### src/rtl/itrd_pkg.sv
// Shared types, constants and the digit encoder for the radix digit converter.
`default_nettype none

package itrd_pkg;

    localparam int unsigned RADIX_W  = 6;
    localparam int unsigned REM_W    = 6;
    localparam int unsigned POS_W    = 5;
    localparam int unsigned CHAR_W   = 8;

    localparam logic [RADIX_W-1:0] RADIX_MIN = 6'd2;
    localparam logic [RADIX_W-1:0] RADIX_MAX = 6'd36;

    localparam logic [CHAR_W-1:0] CHAR_ZERO  = 8'h30;  // '0'
    localparam logic [CHAR_W-1:0] CHAR_A     = 8'h41;  // 'A'
    localparam logic [CHAR_W-1:0] CHAR_NONE  = 8'h00;
    localparam logic [REM_W-1:0]  DEC_LIMIT  = 6'd9;
    localparam logic [REM_W-1:0]  ALPHA_BASE = 6'd10;

    typedef enum logic [1:0] {
        ST_IDLE,
        ST_DIV,
        ST_OUT
    } itrd_state_t;

    // Status the divider hands back to the sequencer.
    typedef struct packed {
        logic             done;
        logic [REM_W-1:0] rem;
    } itrd_div_stat_t;

    // Map a remainder 0..35 to '0'..'9', 'A'..'Z'.
    function automatic logic [CHAR_W-1:0] itrd_digit_char(input logic [REM_W-1:0] rem);
        logic [CHAR_W-1:0] ch;
        if (rem > DEC_LIMIT) begin
            ch = CHAR_A + CHAR_W'(rem - ALPHA_BASE);
        end else begin
            ch = CHAR_ZERO + CHAR_W'(rem);
        end
        return ch;
    endfunction

endpackage

`default_nettype wire

### src/rtl/itrd_div.sv
// Restoring divider: one quotient bit per cycle, small divisor.
`default_nettype none

module itrd_div #(
    parameter int unsigned NUM_BITS = 31
) (
    input  wire logic                         aclk,
    input  wire logic                         aresetn,
    input  wire logic                         start,
    input  wire logic [NUM_BITS-1:0]          dividend,
    input  wire logic [itrd_pkg::RADIX_W-1:0] divisor,
    output logic      [NUM_BITS-1:0]          quotient,
    output itrd_pkg::itrd_div_stat_t          stat
);
    import itrd_pkg::*;

    localparam int unsigned CNT_W = $clog2(NUM_BITS + 1);
    localparam int unsigned PR_W  = RADIX_W + 1;

    logic [NUM_BITS-1:0] dvd_reg,  dvd_next;
    logic [PR_W-1:0]     rem_reg,  rem_next;
    logic [RADIX_W-1:0]  dvs_reg,  dvs_next;
    logic [CNT_W-1:0]    cnt_reg,  cnt_next;
    logic                busy_reg, busy_next;
    logic                done_reg, done_next;

    logic [PR_W-1:0]     rem_sh;
    logic [PR_W-1:0]     rem_sub;
    logic                q_bit;

    // Shift in the next dividend bit, trial-subtract the divisor.
    always_comb begin
        rem_sh  = {rem_reg[PR_W-2:0], dvd_reg[NUM_BITS-1]};
        rem_sub = rem_sh - {1'b0, dvs_reg};
        q_bit   = (rem_sh >= {1'b0, dvs_reg});
    end

    always_comb begin
        dvd_next  = dvd_reg;
        rem_next  = rem_reg;
        dvs_next  = dvs_reg;
        cnt_next  = cnt_reg;
        busy_next = busy_reg;
        done_next = 1'b0;
        if (start) begin
            dvd_next  = dividend;
            rem_next  = '0;
            dvs_next  = divisor;
            cnt_next  = CNT_W'(NUM_BITS);
            busy_next = 1'b1;
        end else if (busy_reg) begin
            dvd_next = {dvd_reg[NUM_BITS-2:0], q_bit};
            rem_next = q_bit ? rem_sub : rem_sh;
            cnt_next = cnt_reg - CNT_W'(1);
            if (cnt_reg == CNT_W'(1)) begin
                busy_next = 1'b0;
                done_next = 1'b1;
            end
        end
    end

    always_ff @(posedge aclk) begin
        if (!aresetn) begin
            cnt_reg  <= '0;
            busy_reg <= 1'b0;
            done_reg <= 1'b0;
        end else begin
            cnt_reg  <= cnt_next;
            busy_reg <= busy_next;
            done_reg <= done_next;
        end
    end

    always_ff @(posedge aclk) begin
        dvd_reg <= dvd_next;
        rem_reg <= rem_next;
        dvs_reg <= dvs_next;
    end

    assign quotient  = dvd_reg;
    assign stat.done = done_reg;
    assign stat.rem  = rem_reg[REM_W-1:0];

endmodule

`default_nettype wire

### src/rtl/int_to_radix_digits_unit.sv
// Top level: integer to base-N ASCII digit converter, sequencer and result register.
// ---------------------------------------------------------------------------
// Usage
//   Input channel (s_valid/s_ready): one beat carries s_number and s_radix.
//   Result channel (m_valid/m_ready): one beat per digit, least significant
//   digit first, with its position; m_is_last marks the final beat of an
//   input. A zero number gives a single beat with m_empty_res set; a radix
//   outside 2..36 gives a single beat with m_bad_radix set (checked first).
// Timing
//   Each digit is one pass of a shared restoring divider that resolves one
//   quotient bit per cycle. s_ready is high only while the block is idle:
//   one input is converted at a time.
// Reset
//   aresetn (synchronous, active low) returns the sequencer to idle and
//   drops any conversion in flight and any result beat not yet taken.
// Stall
//   While m_ready is low the result beat holds steady and the divider waits;
//   the next digit starts in the cycle the beat is taken.
// ---------------------------------------------------------------------------
`default_nettype none

module int_to_radix_digits_unit #(
    parameter int unsigned NUM_BITS = 31
) (
    input  wire logic                         aclk,
    input  wire logic                         aresetn,
    input  wire logic                         s_valid,
    output logic                              s_ready,
    input  wire logic [NUM_BITS-1:0]          s_number,
    input  wire logic [itrd_pkg::RADIX_W-1:0] s_radix,
    output logic                              m_valid,
    input  wire logic                         m_ready,
    output logic      [itrd_pkg::CHAR_W-1:0]  m_digit_char,
    output logic      [itrd_pkg::POS_W-1:0]   m_position,
    output logic                              m_is_last,
    output logic                              m_empty_res,
    output logic                              m_bad_radix
);
    import itrd_pkg::*;

    itrd_state_t         state_reg, state_next;

    // Conversion in progress
    logic [NUM_BITS-1:0] quot_reg,  quot_next;
    logic [RADIX_W-1:0]  radix_reg, radix_next;
    logic [POS_W-1:0]    pos_reg,   pos_next;

    // Result beat register
    logic [CHAR_W-1:0]   char_reg,  char_next;
    logic [POS_W-1:0]    opos_reg,  opos_next;
    logic                last_reg,  last_next;
    logic                empty_reg, empty_next;
    logic                bad_reg,   bad_next;

    // Divider hookup
    logic                div_start;
    logic [NUM_BITS-1:0] div_dividend;
    logic [RADIX_W-1:0]  div_divisor;
    logic [NUM_BITS-1:0] div_quot;
    itrd_div_stat_t      div_stat;

    logic                radix_ok;
    logic                num_zero;
    logic                in_beat;

    assign radix_ok = s_radix inside {[RADIX_MIN:RADIX_MAX]};
    assign num_zero = (s_number == '0);
    assign in_beat  = s_valid && (state_reg == ST_IDLE);

    itrd_div #(
        .NUM_BITS (NUM_BITS)
    ) u_div (
        .aclk     (aclk),
        .aresetn  (aresetn),
        .start    (div_start),
        .dividend (div_dividend),
        .divisor  (div_divisor),
        .quotient (div_quot),
        .stat     (div_stat)
    );

    // Next state
    always_comb begin
        state_next = state_reg;
        case (state_reg)
            ST_IDLE: begin
                if (s_valid) begin
                    state_next = (radix_ok && !num_zero) ? ST_DIV : ST_OUT;
                end
            end
            ST_DIV: begin
                if (div_stat.done) begin
                    state_next = ST_OUT;
                end
            end
            ST_OUT: begin
                if (m_ready) begin
                    state_next = last_reg ? ST_IDLE : ST_DIV;
                end
            end
            default: state_next = ST_IDLE;
        endcase
    end

    // Control outputs
    always_comb begin
        s_ready      = 1'b0;
        m_valid      = 1'b0;
        div_start    = 1'b0;
        div_dividend = quot_reg;
        div_divisor  = radix_reg;
        case (state_reg)
            ST_IDLE: begin
                s_ready      = 1'b1;
                div_start    = s_valid && radix_ok && !num_zero;
                div_dividend = s_number;
                div_divisor  = s_radix;
            end
            ST_DIV: begin
                // Wait for the divider.
            end
            ST_OUT: begin
                m_valid   = 1'b1;
                div_start = m_ready && !last_reg;
            end
            default: begin
            end
        endcase
    end

    // Datapath next values
    always_comb begin
        quot_next  = quot_reg;
        radix_next = radix_reg;
        pos_next   = pos_reg;
        char_next  = char_reg;
        opos_next  = opos_reg;
        last_next  = last_reg;
        empty_next = empty_reg;
        bad_next   = bad_reg;
        if (in_beat) begin
            radix_next = s_radix;
            pos_next   = '0;
            char_next  = CHAR_NONE;
            opos_next  = '0;
            last_next  = 1'b1;
            empty_next = radix_ok && num_zero;
            bad_next   = !radix_ok;
        end else if ((state_reg == ST_DIV) && div_stat.done) begin
            // Capture the digit, advance the position.
            quot_next  = div_quot;
            char_next  = itrd_digit_char(div_stat.rem);
            opos_next  = pos_reg;
            last_next  = (div_quot == '0);
            empty_next = 1'b0;
            bad_next   = 1'b0;
            pos_next   = pos_reg + POS_W'(1);
        end
    end

    always_ff @(posedge aclk) begin
        if (!aresetn) begin
            state_reg <= ST_IDLE;
        end else begin
            state_reg <= state_next;
        end
    end

    always_ff @(posedge aclk) begin
        quot_reg  <= quot_next;
        radix_reg <= radix_next;
        pos_reg   <= pos_next;
        char_reg  <= char_next;
        opos_reg  <= opos_next;
        last_reg  <= last_next;
        empty_reg <= empty_next;
        bad_reg   <= bad_next;
    end

    assign m_digit_char = char_reg;
    assign m_position   = opos_reg;
    assign m_is_last    = last_reg;
    assign m_empty_res  = empty_reg;
    assign m_bad_radix  = bad_reg;

endmodule

`default_nettype wire

### config.mk
export PLATFORM = sky130hd
export DESIGN_NAME = int_to_radix_digits_unit
export DESIGN_NICKNAME = d
export VERILOG_FILES = /design/src/rtl/itrd_pkg.sv /design/src/rtl/itrd_div.sv /design/src/rtl/int_to_radix_digits_unit.sv
export SDC_FILE = /design/constraint.sdc
export NUM_CORES = 1
export LEC_CHECK = 0
export BUFFER_PORTS_ARGS = -buffer_cell sky130_fd_sc_hd__buf_2
export CAP_MARGIN = 20
export CORE_AREA = 2 2 113 115
export DETAILED_ROUTE_END_ITERATION = 7
export DIE_AREA = 0 0 115 117
export GPL_TIMING_DRIVEN = 0
export PLACE_DENSITY_LB_ADDON = 0.25
export REMOVE_ABC_BUFFERS = 1
export SLEW_MARGIN = 15
export SYNTH_ARGS = -nofsm -noshare
export SYNTH_HDL_FRONTEND = slang
export SYNTH_SLANG_ARGS = --single-unit
### constraint.sdc
create_clock -name aclk -period 6.98 [get_ports aclk]
set_input_delay 0.349 -clock aclk [delete_from_list [all_inputs] [get_ports aclk]]
set_output_delay 0.349 -clock aclk [all_outputs]
set_load 0.05 [all_outputs]
==> run_results.csv <==
group,metric,value,unit
synth,ys_top_cells_by_count,"edfxtp_1 (76), mux2_2 (42), dfxtp_1 (34)",
critical_path,path_buf_inv,2,
synth,synth_area_leader_cell,"edfxtp_1",
placement,dp.cells,628,
synth,async_flop_share,0,
synth,yosysMostFrequentCell,"edfxtp_1",
placement,place.gp.congestion,0.8123,
final_layout,stdcell_count,644,
critical_path,crit_top_cell,"buf_8",
timing,setup_ws,3780,ps
job,max_cap_viol_count,0,
critical_path,critPathCaptureType,"flip-flop",
critical_path,critPathArrivalTime,3180,ps
hold_path,hold_path_class,"input pin to flip-flop",
final_layout,nFillCells,1093,
power_and_ir_drop,ir_drop,118.2,uV
final_layout,drive_above_1_share,0.3016,
floorplan,coreArea,12310,um2
timing,fmax,312.5,MHz
synth,syn_area,5421,um2
timing,tightest_slew,790.4,ps
final_layout,regArea,2963,um2
floorplan,dieArea,13460,um2
clock_tree,root_buffer,"clkbuf_16",
critical_path,cp_cell_sequence,"nor2_4 > nand2_2 > o31ai_4 > buf_8 > buf_8 > or2_2",
critical_path,critPathLaunchType,"flip-flop",
floorplan,die_h,117,um
final_layout,diodes,0,
timing,finalSetupViolCount,0,
clock_tree,clkTransAtPathRegs,70,ps
clock_tree,cts_resized,0,
floorplan,die_x,115,um
critical_path,worstSetupPathType,"flip-flop to flip-flop",
global_route,antenna_found_initial,0,
detailed_routing,ant_nets,0,
clock_tree,clock_sinks,110,
floorplan,initial_core_util,0.4403,
synth,yosysWarnings,0,
floorplan,rows,41,
synth,yosys-top-cells-area,"edfxtp_1 (42%), dfxtp_1 (13%), mux2_2 (8.7%)",
timing,tns,0,ps
placement,post-place-ws,3721,ps
synth,yosysSeqAreaShare,0.5465,
final_layout,area_growth,14.61,%
synth,postSynthCellCount,430,
detailed_routing,drc,0,
clock_tree,numCtsBuffers,9,
detailed_routing,wire_per_inst,17.14,um
synth,syn_area_per_cell,12.61,um2
clock_tree,cts_post_setup_buffers_inserted,0,
floorplan,ios,59,
placement,io_buffers,58,
timing,slew_violations,0,
power_and_ir_drop,power_density,314.3,nW/um2
critical_path,crit_fanout,31,
critical_path,cp_slowest_cell,"or2_2",
global_route,grt_pass1_wl,17.80,mm
synth,synth-main-ff-cell,"edfxtp_1",
detailed_routing,via_per_inst,5.579,
synth,synth_edf_count,76,
detailed_routing,drt_wl_total,11.04,mm
clock_tree,cts_tree,"yes",
clock_tree,cts_hold_buf,0,
clock_tree,clk_latency,350,ps
detailed_routing,dr_total_vias,3593,
critical_path,critPathMaxStageDelay,640,ps
global_route,grt_max_degree,45,
placement,dp_hpwl,7.818,mm
global_route,grt-ovfl-total,0,
timing,timing.slew.headroom,0.4731,
final_layout,layout.nets,546,
clock_tree,clk_path_buf_depth,2,
timing,holdWs,243.1,ps
timing,skew,8.928,ps
power_and_ir_drop,p_leak,2.350,nW
global_route,track_usage,0.1721,
timing,rsz0062_at_grt,"no",
synth,yosys.cell_types.count,60,
synth,synth_top_area_frac,0.4210,
final_layout,multi_input_area,2292,um2
clock_tree,h-tree-depth,3,
detailed_routing,dr.first_iter.drc_count,183,
timing,period_share,0.4585,
detailed_routing,drtPass1Iterations,4,
critical_path,crit_required,6960,ps
outcome,status,"finished, final reports clean",
timing,fin_crit,3200,ps
global_route,grt_pass1_vias,3521,
power_and_ir_drop,p_total,0.001953,W
synth,ys_seq_elements,110,
critical_path,critPathTopFamily,"simple AND/OR/NAND/NOR gates",
timing,hold_viol,0,
[kinds of logic after synthesis]
logic type / Yosys count / share of synthesized area
and+or+nand+nor: 109 / 0.1059
DFF: 110 / 0.5465
AOI/OAI and AO/OA: 74 / 0.09324
muxes: 70 / 0.1583
buffers and inverters: 35 / 0.03162
adders and majority gates: 17 / 0.04016
xor gates and xnor gates: 15 / 0.02423
[layout by cell type (no fill, tap or decap), types with 3 or more instances in the layout]
cell type	synthesis	routed
mux2_1	4	4
nand4_1	8	8
mux2_4	20	20
dfxtp_1	34	34
nand3b_1	3	3
o21ai_0	16	16
nor3_1	10	10
nand3_1	6	6
a2bb2oi_1	3	3
edfxtp_1	76	76
xnor2_1	7	7
a21oi_1	16	16
nand2b_1	4	4
a311oi_1	4	4
ha_1	15	15
clkinv_4	0	3
buf_8	2	4
buf_2	5	58
mux2_2	42	42
a22o_1	5	5
nor4_1	15	15
xor2_1	8	8
a31oi_1	5	5
o21a_1	8	8
nand2_1	18	18
clkbuf_16	0	9
nor2_1	25	25
inv_1	17	17
nor2b_1	7	7
mux2i_1	4	4
[final timing paths]
| path | startpoint | endpoint | slack (ps) | cells past startpoint |
|---|---|---|---|---|
| max | state_reg[1] | u_div.quotient[27] | 3780 | 6 |
| min | s_radix[0] | radix_reg[0] | 240 | 1 |
| max reg2reg | state_reg[1] | u_div.quotient[27] | 3780 | 6 |
| min reg2reg | m_digit_char[1] | m_digit_char[1] | 450 | 2 |
[layout make-up]
| type | count | area share |
|---|---|---|
| clock buffer | 9 | 0.03625 |
| clock inverter | 7 | 0.01208 |
| inverter | 19 | 0.01168 |
| multi-input combinational | 285 | 0.3689 |
| sequential | 110 | 0.4768 |
| tap | 150 | 0.03021 |
| timing repair buffer | 64 | 0.06404 |
[through the flow]
| step | cell area, um2 | utilization |
|---|---|---|
| 2_1_floorplan | 5321 | - |
| 3_3_place_gp | 5799 | 0.4710 |
| 3_5_place_dp | 5913 | 0.4803 |
| 4_1_cts | 6213 | 0.5047 |
| 5_1_grt | 6213 | 0.5047 |
| 6_report | 6213 | 0.5047 |
[power by group]
part / switching [W] / total, W / internal, W
clock network: 0.000235 / 0.000514 / 0.000279
registers: 0.0000775 / 0.000857 / 0.000779
logic: 0.000312 / 0.000582 / 0.000270
total: 0.000624 / 0.00195 / 0.00133
[worst reg2reg max path: cells and delay by family, from the launching register on]
family,cells,cell delay (ps)
AND/OR/NAND/NOR,3,1420
buffers and inverters,2,390
flip-flops,1,390
AO/OA/AOI/OAI,1,590
[per-layer routing]
metal / share of wire / vias to the layer above / track usage
li1: - / 1742 / -
met1: 0.46 / 1765 / 0.2274
met2: 0.50 / 68 / 0.2847
met3: 0.026 / 18 / 0.02266
met4: 0.022 / 0 / 0.07871
met5: 0 / - / 0
No activity file was read; power rests on OpenSTA's default activity.
